<file path="src/esdp_pkg.sv">
// es descriptor parser package: item types, config bundle, verdict codes
// no dependencies; imported by every module of the parser
`default_nettype none

package esdp_pkg;

  localparam int unsigned MaxSizeBytes = 4;
  localparam int unsigned LenW         = 28;
  localparam int unsigned AddrW        = 5;
  localparam int unsigned DataW        = 32;

  typedef struct packed {
    logic [7:0] data_byte;
    logic       last_byte;
  } es_in_t;

  typedef struct packed {
    logic            payload_valid;
    logic [7:0]      payload_byte;
    logic [2:0]      verdict;
    logic [7:0]      obj_type_code;
    logic            is_aac;
    logic [LenW-1:0] payload_length;
  } es_out_t;

  typedef struct packed {
    logic [7:0] es_tag;
    logic [7:0] config_tag;
    logic [7:0] info_tag;
    logic [7:0] aac_type_first;
    logic [7:0] aac_type_second;
  } esdp_cfg_t;

  typedef enum logic [2:0] {
    VerdictPending  = 3'd0,
    VerdictOk       = 3'd1,
    VerdictBadOuter = 3'd2,
    VerdictUrl      = 3'd3,
    VerdictBadCfg   = 3'd4,
    VerdictBadInfo  = 3'd5,
    VerdictTrunc    = 3'd6
  } verdict_e;

  typedef enum logic [2:0] {
    RegEsTag     = 3'd0,
    RegCfgTag    = 3'd1,
    RegInfoTag   = 3'd2,
    RegAacFirst  = 3'd3,
    RegAacSecond = 3'd4
  } reg_idx_e;

endpackage

`default_nettype wire

</file>
<file path="src/es_descriptor_parser.sv">
// es descriptor parser top level: one descriptor byte per item in, one result item out
// the result item is registered in the result register behind the input register; throughput: 1 item per cycle
// while out_stall_i does not hold the result; the phase update between the two registers is combinational
// reset: async active low; parse state returns to the outer tag phase, registers to defaults
// depends on esdp_pkg, esdp_regs, esdp_core
`default_nettype none

module es_descriptor_parser
  import esdp_pkg::*;
(
  input  wire logic             clk_i,
  input  wire logic             rst_ni,
  input  wire logic             psel,
  input  wire logic             penable,
  input  wire logic             pwrite,
  input  wire logic [AddrW-1:0] paddr,
  input  wire logic [DataW-1:0] pwdata,
  output logic      [DataW-1:0] prdata,
  output logic                  pready,
  input  wire logic             in_valid_i,
  output logic                  in_stall_o,
  input  wire es_in_t           in_data_i,
  output logic                  out_valid_o,
  input  wire logic             out_stall_i,
  output es_out_t               out_data_o
);

  esdp_cfg_t cfg;

  esdp_regs u_regs (
    .clk_i   (clk_i),
    .rst_ni  (rst_ni),
    .psel    (psel),
    .penable (penable),
    .pwrite  (pwrite),
    .paddr   (paddr),
    .pwdata  (pwdata),
    .prdata  (prdata),
    .pready  (pready),
    .cfg_o   (cfg)
  );

  esdp_core u_core (
    .clk_i       (clk_i),
    .rst_ni      (rst_ni),
    .cfg_i       (cfg),
    .in_valid_i  (in_valid_i),
    .in_stall_o  (in_stall_o),
    .in_data_i   (in_data_i),
    .out_valid_o (out_valid_o),
    .out_stall_i (out_stall_i),
    .out_data_o  (out_data_o)
  );

  // input backpressure only comes from a held result
  a_stall_cause: assert property (@(posedge clk_i) disable iff (!rst_ni)
    in_stall_o |-> (out_valid_o && out_stall_i))
    else $error("input stalled without output backpressure");

  a_payload_zero: assert property (@(posedge clk_i) disable iff (!rst_ni)
    (out_valid_o && !out_data_o.payload_valid) |-> (out_data_o.payload_byte == 8'd0))
    else $error("payload byte set without payload valid");

  a_aac_match: assert property (@(posedge clk_i) disable iff (!rst_ni)
    (out_valid_o && out_data_o.is_aac) |->
      (out_data_o.obj_type_code == cfg.aac_type_first ||
       out_data_o.obj_type_code == cfg.aac_type_second))
    else $error("aac flag without matching object type");

  a_verdict_range: assert property (@(posedge clk_i) disable iff (!rst_ni)
    out_valid_o |-> (out_data_o.verdict <= VerdictTrunc))
    else $error("verdict code out of range");

endmodule

`default_nettype wire

</file>
<file path="src/esdp_regs.sv">
// apb configuration registers of the es descriptor parser
// depends on esdp_pkg
`default_nettype none

module esdp_regs
  import esdp_pkg::*;
(
  input  wire logic             clk_i,
  input  wire logic             rst_ni,
  input  wire logic             psel,
  input  wire logic             penable,
  input  wire logic             pwrite,
  input  wire logic [AddrW-1:0] paddr,
  input  wire logic [DataW-1:0] pwdata,
  output logic      [DataW-1:0] prdata,
  output logic                  pready,
  output esdp_cfg_t             cfg_o
);

  esdp_cfg_t  cfg_q;
  logic       wr_en;
  logic [2:0] idx;
  logic [7:0] rd_byte;

  assign pready = 1'b1;
  assign wr_en  = psel && penable && pwrite;
  assign idx    = paddr[AddrW-1:2];
  assign cfg_o  = cfg_q;

  always_ff @(posedge clk_i or negedge rst_ni) begin
    if (!rst_ni) begin
      cfg_q.es_tag          <= 8'd3;
      cfg_q.config_tag      <= 8'd4;
      cfg_q.info_tag        <= 8'd5;
      cfg_q.aac_type_first  <= 8'd64;
      cfg_q.aac_type_second <= 8'd103;
    end else if (wr_en) begin
      unique case (idx)
        RegEsTag:     cfg_q.es_tag          <= pwdata[7:0];
        RegCfgTag:    cfg_q.config_tag      <= pwdata[7:0];
        RegInfoTag:   cfg_q.info_tag        <= pwdata[7:0];
        RegAacFirst:  cfg_q.aac_type_first  <= pwdata[7:0];
        RegAacSecond: cfg_q.aac_type_second <= pwdata[7:0];
        default: ;
      endcase
    end
  end

  always_comb begin
    unique case (idx)
      RegEsTag:     rd_byte = cfg_q.es_tag;
      RegCfgTag:    rd_byte = cfg_q.config_tag;
      RegInfoTag:   rd_byte = cfg_q.info_tag;
      RegAacFirst:  rd_byte = cfg_q.aac_type_first;
      RegAacSecond: rd_byte = cfg_q.aac_type_second;
      default:      rd_byte = 8'd0;
    endcase
  end

  assign prdata = {{(DataW-8){1'b0}}, rd_byte};

endmodule

`default_nettype wire

</file>
<file path="src/esdp_core.sv">
// parse engine: input register, phase machine and result register
// depends on esdp_pkg
`default_nettype none

module esdp_core
  import esdp_pkg::*;
(
  input  wire logic      clk_i,
  input  wire logic      rst_ni,
  input  wire esdp_cfg_t cfg_i,
  input  wire logic      in_valid_i,
  output logic           in_stall_o,
  input  wire es_in_t    in_data_i,
  output logic           out_valid_o,
  input  wire logic      out_stall_i,
  output es_out_t        out_data_o
);

  localparam logic [3:0] PhOuterTag  = 4'd0;
  localparam logic [3:0] PhOuterSize = 4'd1;
  localparam logic [3:0] PhEsid      = 4'd2;
  localparam logic [3:0] PhFlags     = 4'd3;
  localparam logic [3:0] PhOptSkip   = 4'd4;
  localparam logic [3:0] PhCfgTag    = 4'd5;
  localparam logic [3:0] PhCfgSize   = 4'd6;
  localparam logic [3:0] PhObjType   = 4'd7;
  localparam logic [3:0] PhCfgSkip   = 4'd8;
  localparam logic [3:0] PhInfoTag   = 4'd9;
  localparam logic [3:0] PhInfoSize  = 4'd10;
  localparam logic [3:0] PhPayload   = 4'd11;
  localparam logic [3:0] PhDone      = 4'd12;
  localparam logic [3:0] PhError     = 4'd13;

  // input stage
  logic   in_valid_q;
  es_in_t in_q;
  logic   out_free;
  logic   adv;

  // parse state
  logic [3:0]      phase_q, phase_d;
  logic [LenW-1:0] acc_q, acc_d;
  logic [1:0]      cnt_q, cnt_d;
  logic [3:0]      skip_q, skip_d;
  logic [LenW-1:0] rem_q, rem_d;
  logic [7:0]      obj_q, obj_d;
  logic [2:0]      err_q, err_d;
  logic            done_q, done_d;
  logic            seen_q, seen_d;
  logic [LenW-1:0] decl_q, decl_d;

  // result stage
  logic    out_valid_q;
  es_out_t out_q;
  es_out_t res;

  logic [7:0]      b;
  logic [2:0]      cnt_inc;
  logic [LenW-1:0] acc_sh;
  logic            size_end;
  logic            skip_end;
  logic [3:0]      skip_dec;
  logic [LenW-1:0] rem_dec;
  logic [1:0]      nopt;

  assign out_free   = !out_valid_q || !out_stall_i;
  assign adv        = in_valid_q && out_free;
  assign in_stall_o = in_valid_q && !out_free;

  always_ff @(posedge clk_i or negedge rst_ni) begin
    if (!rst_ni) begin
      in_valid_q <= 1'b0;
    end else begin
      in_valid_q <= (in_valid_i && !in_stall_o) || (in_valid_q && !adv);
    end
  end

  always_ff @(posedge clk_i) begin
    if (in_valid_i && !in_stall_o) begin
      in_q <= in_data_i;
    end
  end

  assign b        = in_q.data_byte;
  assign cnt_inc  = {1'b0, cnt_q} + 3'd1;
  assign acc_sh   = {acc_q[LenW-8:0], b[6:0]};
  assign size_end = !b[7] || (cnt_inc >= 3'(MaxSizeBytes));
  assign skip_end = skip_q <= 4'd1;
  assign skip_dec = skip_q - 4'd1;
  assign rem_dec  = rem_q - {{(LenW-1){1'b0}}, 1'b1};
  assign nopt     = {1'b0, b[7]} + {1'b0, b[5]};

  always_comb begin
    phase_d = phase_q;
    acc_d   = acc_q;
    cnt_d   = cnt_q;
    skip_d  = skip_q;
    rem_d   = rem_q;
    obj_d   = obj_q;
    err_d   = err_q;
    done_d  = done_q;
    seen_d  = seen_q;
    decl_d  = decl_q;
    res     = '0;

    unique case (phase_q)
      PhOuterTag, PhCfgTag, PhInfoTag: begin
        if (phase_q == PhOuterTag && b != cfg_i.es_tag) begin
          err_d   = VerdictBadOuter;
          phase_d = PhError;
        end else if (phase_q == PhCfgTag && b != cfg_i.config_tag) begin
          err_d   = VerdictBadCfg;
          phase_d = PhError;
        end else if (phase_q == PhInfoTag && b != cfg_i.info_tag) begin
          err_d   = VerdictBadInfo;
          phase_d = PhError;
        end else begin
          acc_d   = '0;
          cnt_d   = '0;
          phase_d = phase_q + 4'd1;
        end
      end
      PhOuterSize, PhCfgSize, PhInfoSize: begin
        acc_d = acc_sh;
        if (size_end) begin
          cnt_d = '0;
          if (phase_q == PhOuterSize) begin
            skip_d  = 4'd2;
            phase_d = PhEsid;
          end else if (phase_q == PhCfgSize) begin
            phase_d = PhObjType;
          end else begin
            decl_d = acc_sh;
            rem_d  = acc_sh;
            if (acc_sh == '0) begin
              done_d  = 1'b1;
              phase_d = PhDone;
            end else begin
              phase_d = PhPayload;
            end
          end
        end else begin
          cnt_d = cnt_inc[1:0];
        end
      end
      PhEsid, PhOptSkip, PhCfgSkip: begin
        if (skip_end) begin
          skip_d  = '0;
          phase_d = (phase_q == PhEsid)    ? PhFlags :
                    (phase_q == PhOptSkip) ? PhCfgTag : PhInfoTag;
        end else begin
          skip_d = skip_dec;
        end
      end
      PhFlags: begin
        if (b[6]) begin
          err_d   = VerdictUrl;
          phase_d = PhError;
        end else begin
          skip_d  = {1'b0, nopt, 1'b0};
          phase_d = (nopt == 2'd0) ? PhCfgTag : PhOptSkip;
        end
      end
      PhObjType: begin
        obj_d   = b;
        seen_d  = 1'b1;
        skip_d  = 4'd12;
        phase_d = PhCfgSkip;
      end
      PhPayload: begin
        res.payload_valid = 1'b1;
        res.payload_byte  = b;
        rem_d             = rem_dec;
        if (rem_dec == '0) begin
          done_d  = 1'b1;
          phase_d = PhDone;
        end
      end
      default: ;
    endcase

    res.obj_type_code  = obj_d;
    res.is_aac         = seen_d && (obj_d == cfg_i.aac_type_first ||
                                    obj_d == cfg_i.aac_type_second);
    res.payload_length = decl_d;

    if (in_q.last_byte) begin
      if (err_d != VerdictPending) begin
        res.verdict = err_d;
      end else if (done_d) begin
        res.verdict = VerdictOk;
      end else begin
        res.verdict = VerdictTrunc;
      end
      phase_d = PhOuterTag;
      acc_d   = '0;
      cnt_d   = '0;
      skip_d  = '0;
      rem_d   = '0;
      obj_d   = '0;
      err_d   = VerdictPending;
      done_d  = 1'b0;
      seen_d  = 1'b0;
      decl_d  = '0;
    end
  end

  always_ff @(posedge clk_i or negedge rst_ni) begin
    if (!rst_ni) begin
      phase_q <= PhOuterTag;
      acc_q   <= '0;
      cnt_q   <= '0;
      skip_q  <= '0;
      rem_q   <= '0;
      obj_q   <= '0;
      err_q   <= VerdictPending;
      done_q  <= 1'b0;
      seen_q  <= 1'b0;
      decl_q  <= '0;
    end else if (adv) begin
      phase_q <= phase_d;
      acc_q   <= acc_d;
      cnt_q   <= cnt_d;
      skip_q  <= skip_d;
      rem_q   <= rem_d;
      obj_q   <= obj_d;
      err_q   <= err_d;
      done_q  <= done_d;
      seen_q  <= seen_d;
      decl_q  <= decl_d;
    end
  end

  always_ff @(posedge clk_i or negedge rst_ni) begin
    if (!rst_ni) begin
      out_valid_q <= 1'b0;
    end else if (out_free) begin
      out_valid_q <= adv;
    end
  end

  always_ff @(posedge clk_i) begin
    if (adv) begin
      out_q <= res;
    end
  end

  assign out_valid_o = out_valid_q;
  assign out_data_o  = out_q;

endmodule

`default_nettype wire

</file>
<file path="config.mk">
export PLATFORM = sky130hd
export DESIGN_NAME = es_descriptor_parser
export DESIGN_NICKNAME = d
export VERILOG_FILES = /design/src/esdp_pkg.sv /design/src/es_descriptor_parser.sv /design/src/esdp_regs.sv /design/src/esdp_core.sv
export SDC_FILE = /design/constraint.sdc
export NUM_CORES = 1
export LEC_CHECK = 0
export BUFFER_PORTS_ARGS = -buffer_cell sky130_fd_sc_hd__buf_2
export CAP_MARGIN = 20
export CORE_MARGIN = 10
export CORE_UTILIZATION = 60
export DETAILED_ROUTE_END_ITERATION = 7
export GPL_ROUTABILITY_DRIVEN = 0
export PLACE_DENSITY = 0.82
export SYNTH_ARGS = -nofsm -noshare
export SYNTH_HDL_FRONTEND = slang
export SYNTH_SLANG_ARGS = --single-unit
</file>
<file path="constraint.sdc">
create_clock -name clk_i -period 5.5 [get_ports clk_i]
set_clock_uncertainty 0.05 [all_clocks]
set_input_delay 0.55 -clock clk_i [delete_from_list [all_inputs] [get_ports clk_i]]
set_output_delay 0.55 -clock clk_i [all_outputs]
set_load 0.1 [all_outputs]
</file>
# ---- Yosys cells after proc, flatten, opt, wreduce, memory -nomap -nowiden
# Cells that the tools add are included.
dict set report op_classes {
  n_addsub 5
  n_reduce_logical 42
  muxes 63
  n_eq_ne 30
  magnitude_cmp 2
}
# op count
set ops {}
lappend ops {{two-way mux 28 bit} 9}
lappend ops {{two-way mux 21 bit} 4}
lappend ops {{two-way mux 4 bit} 17}
lappend ops {{logical NOT 28 bit} 2}
lappend ops {{case mux 28 bit (2 select lines)} 1}
lappend ops {{case mux 21 bit (2 select lines)} 1}
lappend ops {{case mux 8 bit (5 select lines)} 1}
lappend ops {{subtractor 28 x 1 -> 28 bit, second input constant} 1}
lappend ops {{two-way mux 3 bit} 8}
lappend ops {{inequality test 8 bit} 3}
lappend ops {{case mux 4 bit (6 select lines)} 1}
lappend ops {{AND reduction 5 bit} 4}
lappend ops {{== test 4 x 3 -> 1 bit, second input constant} 4}
lappend ops {{== test 4 bit, second input constant} 4}
lappend ops {{== test 8 bit} 2}
lappend ops {{two-way mux 8 bit} 2}
lappend ops {{case mux 4 bit (4 select lines)} 1}
lappend ops {{inequality test 3 x 2 -> 1 bit, second input constant} 5}
lappend ops {{inequality test 3 x 1 -> 1 bit, second input constant} 4}
lappend ops {{logical AND 1 bit} 10}
lappend ops {{two-way mux 2 bit} 5}
lappend ops {{AND reduction 2 bit} 5}
lappend ops {{two-way mux 1 bit} 9}
lappend ops {{two-way mux 9 bit} 1}
lappend ops {{other kinds (24)} 38}
dict set report word_totals {
  wordCells 167
  out_inout_bits 84
  regBits 200
  in_bits 53
}

# ---- Longest topological paths before layout
dict set report depth {
  ltp_word 8
  mapped_depth 10
  depth_no_buf 9
}

# ---- Cells and area by module
# From an unflattened synthesis, not the netlist that was laid out.
dict set report unflattened {
  cells_unflattened 965
  hier_area_um2 10458.8
}
# module instances area_each_um2 cells_each
set by_module_without_submodules {}
lappend by_module_without_submodules {esdp_core 1 8326.7 807}
lappend by_module_without_submodules {esdp_regs 1 2132.0 158}

# ---- Worst setup path before layout
# Ideal clock, no wire load.
dict set report synth_path {
  path_kind {register -> register}
  start {register u_core.out_valid_q (netlist: u_core.out_valid_o)}
  end {register u_core.acc_q[10]}
  path_slack_ns 1.766
  required_ns 5.325
  period_less_slack_ns 3.734
  arrival_time_ns 3.560
  n_path_buf 1
  setup_ns 0.125
  stages_incl_launch_ff 7
  path_cell_list {dfrtp_1 nand2_1 nand2_1 clkinv_1 o21ai_1 buf_2 mux2_2}
}
dict set report synth_via {
  elab_chain_cells 4
}
# element line_no
set synth_rtl {}
lappend synth_rtl {{start, declared} esdp_core.sv:53} ;# logic out_valid_q;
lappend synth_rtl {{start signal, assigned} esdp_core.sv:238} ;# out_valid_q <= adv;
lappend synth_rtl {{logical NOT 1 bit} esdp_core.sv:66} ;# assign out_free = !out_valid_q || !out_stall_i;
lappend synth_rtl {{logical OR 1 bit} esdp_core.sv:66}
lappend synth_rtl {{logical AND 1 bit} esdp_core.sv:67} ;# assign adv = in_valid_q && out_free;
lappend synth_rtl {{via u_core.adv} esdp_core.sv:38} ;# logic adv;
lappend synth_rtl {{AND reduction 5 bit (no source line)} n/a}
lappend synth_rtl {{end signal, assigned} esdp_core.sv:211} ;# acc_q <= '0;
lappend synth_rtl {{end signal, assigned} esdp_core.sv:222} ;# acc_q <= acc_d;
lappend synth_rtl {{end, declared} esdp_core.sv:42} ;# logic [LenW-1:0] acc_q, acc_d;
# The timed path passes the listed nets, and every way through them passes these cells.
# A chain may end at the register's enable or synchronous reset.

# ---- Worst setup path in the final report
dict set report layout_path {
  start {register u_core.phase_q[3]}
  end {register u_core.rem_q[26]}
}
dict set report layout_via {
  elab_chain_cells 4
  elab_cells_between_ends 12
  cone_classes {eq/ne (7); mux (2); reduce/logical (3)}
}
# element line_no
set layout_rtl {}
lappend layout_rtl {{start, declared} esdp_core.sv:41} ;# logic [3:0] phase_q, phase_d;
lappend layout_rtl {{start signal, assigned} esdp_core.sv:210} ;# phase_q <= PhOuterTag;
lappend layout_rtl {{start signal, assigned} esdp_core.sv:221} ;# phase_q <= phase_d;
lappend layout_rtl {{== test 4 bit, or another cell as far along} esdp_core.sv:106} ;# unique case (phase_q)
lappend layout_rtl {{OR reduction 3 bit} esdp_core.sv:106}
lappend layout_rtl {{inequality test 3 x 2 -> 1 bit (no source line), or another cell as far along} n/a}
lappend layout_rtl {{AND reduction 5 bit (no source line) or two-way mux 28 bit (tied branches)} n/a}
lappend layout_rtl {{end signal, assigned} esdp_core.sv:225} ;# rem_q <= rem_d;
lappend layout_rtl {{end, declared} esdp_core.sv:45} ;# logic [LenW-1:0] rem_q, rem_d;
# Several ways; a longest one is shown, not always the timed one.

==> impl_metrics.yaml <==
sta:
  setup_violations: 0
  fmax_mhz: 277
  hold_violations: 0
  drv_slew: 0
  fin_crit_ns: 3.60
  worst_slack_ns: 1.90
  rsz0062_at_grt: "no"
  worst_pin_slew_ns: 1.04
  timing.final.crit_share_pct: 65.5
  finalSetupTns_ns: 0
  worst_slew_margin_rel_pct: 31.0
power_and_ir_drop:
  cellPowerDensity_mw_per_mm2: 417
  leakage_nw: 5.18
  vdd_drop_max_v: 0.000314
  p_total_mw: 4.87
synthesis:
  ys_ff_latch: 200
  synth.largest_area_cell: "dfrtp_1"
  netlist_top_cells_area: "dfrtp_1 (31%), edfxtp_1 (16%), mux2_2 (7.6%)"
  post-synth-top-count-cell: "dfrtp_1"
  netlist_area_mm2: 0.0106
  ys.flop_type: "dfrtp_1"
  synth_commonest_cells: "dfrtp_1 (131), o21ai_0 (88), mux2_2 (72)"
  synth_edf_count: 58
  yosys_warnings: 0
  ys_seq_area_share_pct: 49.9
  synth-async-reset-ratio_pct: 71.0
  synthCells: 1025
  syn_avg_cell_area_um2: 10.4
  yosysTopAreaCellShare_pct: 30.8
  synthDistinctLibCells: 73
die:
  initial_utilization_pct: 61.3
  num_rows: 48
  die_w_um: 153
  fp.dieH_um: 153
  fp.coreArea_mm2: 0.0174
  dieArea_mm2: 0.0235
  ioPinCount: 137
clock_tree:
  cts_made_buffers: 17
  clk_pin_slew_worst_paths_ns: 0.08
  cts_setup_buffers: 0
  cts.repair.resized: 0
  clockBufferDepth: 2
  htree_levels: 4
  hold_buffers: 0
  cts_sinks: 200
  insertion_delay_ns: 0.45
  cts_tree: "built"
  cts-root-buf: "clkbuf_16"
placement:
  dp_hpwl_mm: 17.9
  place_ws_ns: 1.97
  port_buffers: 85
  dp_cells: 1276
detailed_routing:
  routed-via-count: 8297
  avgRoutedWirePerCell_um: 20.3
  drcViolationCount: 0
  avgViaCountPerCell: 6.34
  drt_iter0_drc: 988
  firstDrtPassIters: 6
  drt-total-wl_mm: 26.6
  ant_nets: 0
setup_path:
  start_kind: "flip-flop"
  reg2reg_to: "u_core.rem_q[26]$_DFFE_PN0P_"
  worstPathArrival_ns: 3.91
  end_kind: "flip-flop"
  reg2regPathDepth: 8
  worstPathMaxFanout: 47
  cpMaxStageDelayCell: "dfrtp_1"
  crit_family: "simple AND/OR/NAND/NOR gates"
  worst-path-buf-inv: 2
  cp.required_ns: 5.80
  r2r-start: "u_core.phase_q[3]$_DFFE_PN0P_"
  critical_path_class: "reg -> reg"
  worst-r2r-setup-slack_ns: 1.90
  startpoint: "u_core.phase_q[3]$_DFFE_PN0P_"
  crit_end: "u_core.rem_q[26]$_DFFE_PN0P_"
  worstPathCellList: "nor2b_1 > nand2_1 > buf_4 > inv_1 > nand3_1 > a21oi_1 > o21ai_0 > o21ai_0"
  path_depth: 8
  crit_path_frequent_cell: "o21ai_0"
  max_stage_delay_ns: 0.81
final_layout:
  final_cells: 1309
  area_delta_synth_final_pct: 9.72
  nets: 1135
  final_core_util_pct: 67.3
  drive_gt1_share_pct: 22.2
  diodes: 0
status:
  outcome: "finished clean"
job:
  maxCapViolations: 0
global_route:
  grt_pass1_vias: 7899
  antenna_found_initial: 0
  grt_pass1_wl_mm: 42.8
  track_usage_pct: 22.1
  grt_max_degree: 107
  gr-total-overflow: 0
min_path:
  worstHoldPathType: "in -> async"
[cells by family (layout without fill, tap and decap cells)]
kind of cell,after synthesis,after routing,synth area share [%]
xor+xnor,44,44,3.62
other cells,2,25,0.0705
flops,200,200,49.9
simple gates,289,289,14.4
fa+ha+maj,11,11,1.29
buf+inv,134,170,5.89
mux,101,101,10.4
compound gates,244,244,14.5
[cells in the final DEF (no fill, tap or decap), types with 4 or more instances in the layout]
cell type,count
dfrtp_1,131
o21ai_0,88
buf_2,84
mux2_2,72
nor2_1,69
nand2_1,65
edfxtp_1,58
a21oi_1,48
inv_1,42
nor3_1,36
a22o_1,32
nor4_1,30
mux2i_1,27
xnor2_1,26
conb_1,25
xor2_1,18
clkbuf_16,17
a22oi_1,16
nand3_1,15
nor2b_1,11
o22ai_1,11
ha_1,11
dfstp_2,11
nand4_1,9
buf_4,9
a31oi_1,8
nand2b_1,8
o31ai_1,8
and3_1,7
or3_1,6
or2_2,5
a211oi_1,4
or4_4,4
inv_8,4
[cell type report]
class                           instances  area (um^2)
Tap cell                              225          282
Sequential cell                       200         5310
Inverter                               43          161
Multi-Input combinational cell        714         4810
Fill cell                            1289         5680
Clock inverter                         15          183
Clock buffer                           17          425
Timing Repair Buffer                   95          514
[layer usage]
metal	global-route usage, %	wire [um]
met1	30.7	11200
met2	33.6	12500
met3	5.33	2430
met4	6.31	510
met5	0	0
[how the worst min path moves through the flow]
stage | startpoint | to | slack, ns
finish | rst_ni | u_regs.cfg_o[24]$_DFFE_PN0P_ | 0.18
global route | in_data_i[2] | u_core.b[1]$_DFFE_PP_ | 0.22
CTS | rst_ni | u_core.in_valid_q$_DFF_PN0_ | 0.22
detailed placement | u_core.obj_q[7]$_DFFE_PN0P_ | u_core.obj_q[7]$_DFFE_PN0P_ | 0.42
global placement | u_core.obj_q[1]$_DFFE_PN0P_ | u_core.obj_q[1]$_DFFE_PN0P_ | 0.41
floorplan | rst_ni | u_core.acc_q[0]$_DFFE_PN0P_ | 0.20
[state kept, by name (all words and copies together), names as in the netlist]
signal and count:
u_core.out_data_o 49, u_regs.cfg_o 40, u_core.decl_q 28, u_core.rem_q 28
u_core.acc_q 21, u_core.b 8, u_core.obj_q 8, u_core.phase_q 4
u_core.skip_q 4, u_core.err_q 3, u_core.cnt_q 2, u_core.done_q 1
u_core.in_q 1, u_core.in_valid_q 1, u_core.out_valid_o 1, u_core.seen_q 1
[power breakdown]
part | internal (mW) | switching, mW | total, mW
clock network | 0.654 | 0.628 | 1.28
logic | 0.529 | 1.16 | 1.69
registers | 1.70 | 0.193 | 1.90
[through the flow]
stage / hold WS [ns] / instance area [um^2]
detailed placement: 0.422 / 11100
global route: 0.220 / 11700
finish: 0.184 / 11700
CTS: 0.216 / 11700
floorplan: 0.204 / 10700
global placement: 0.411 / 11100
(Power assumes the default switching activity.)
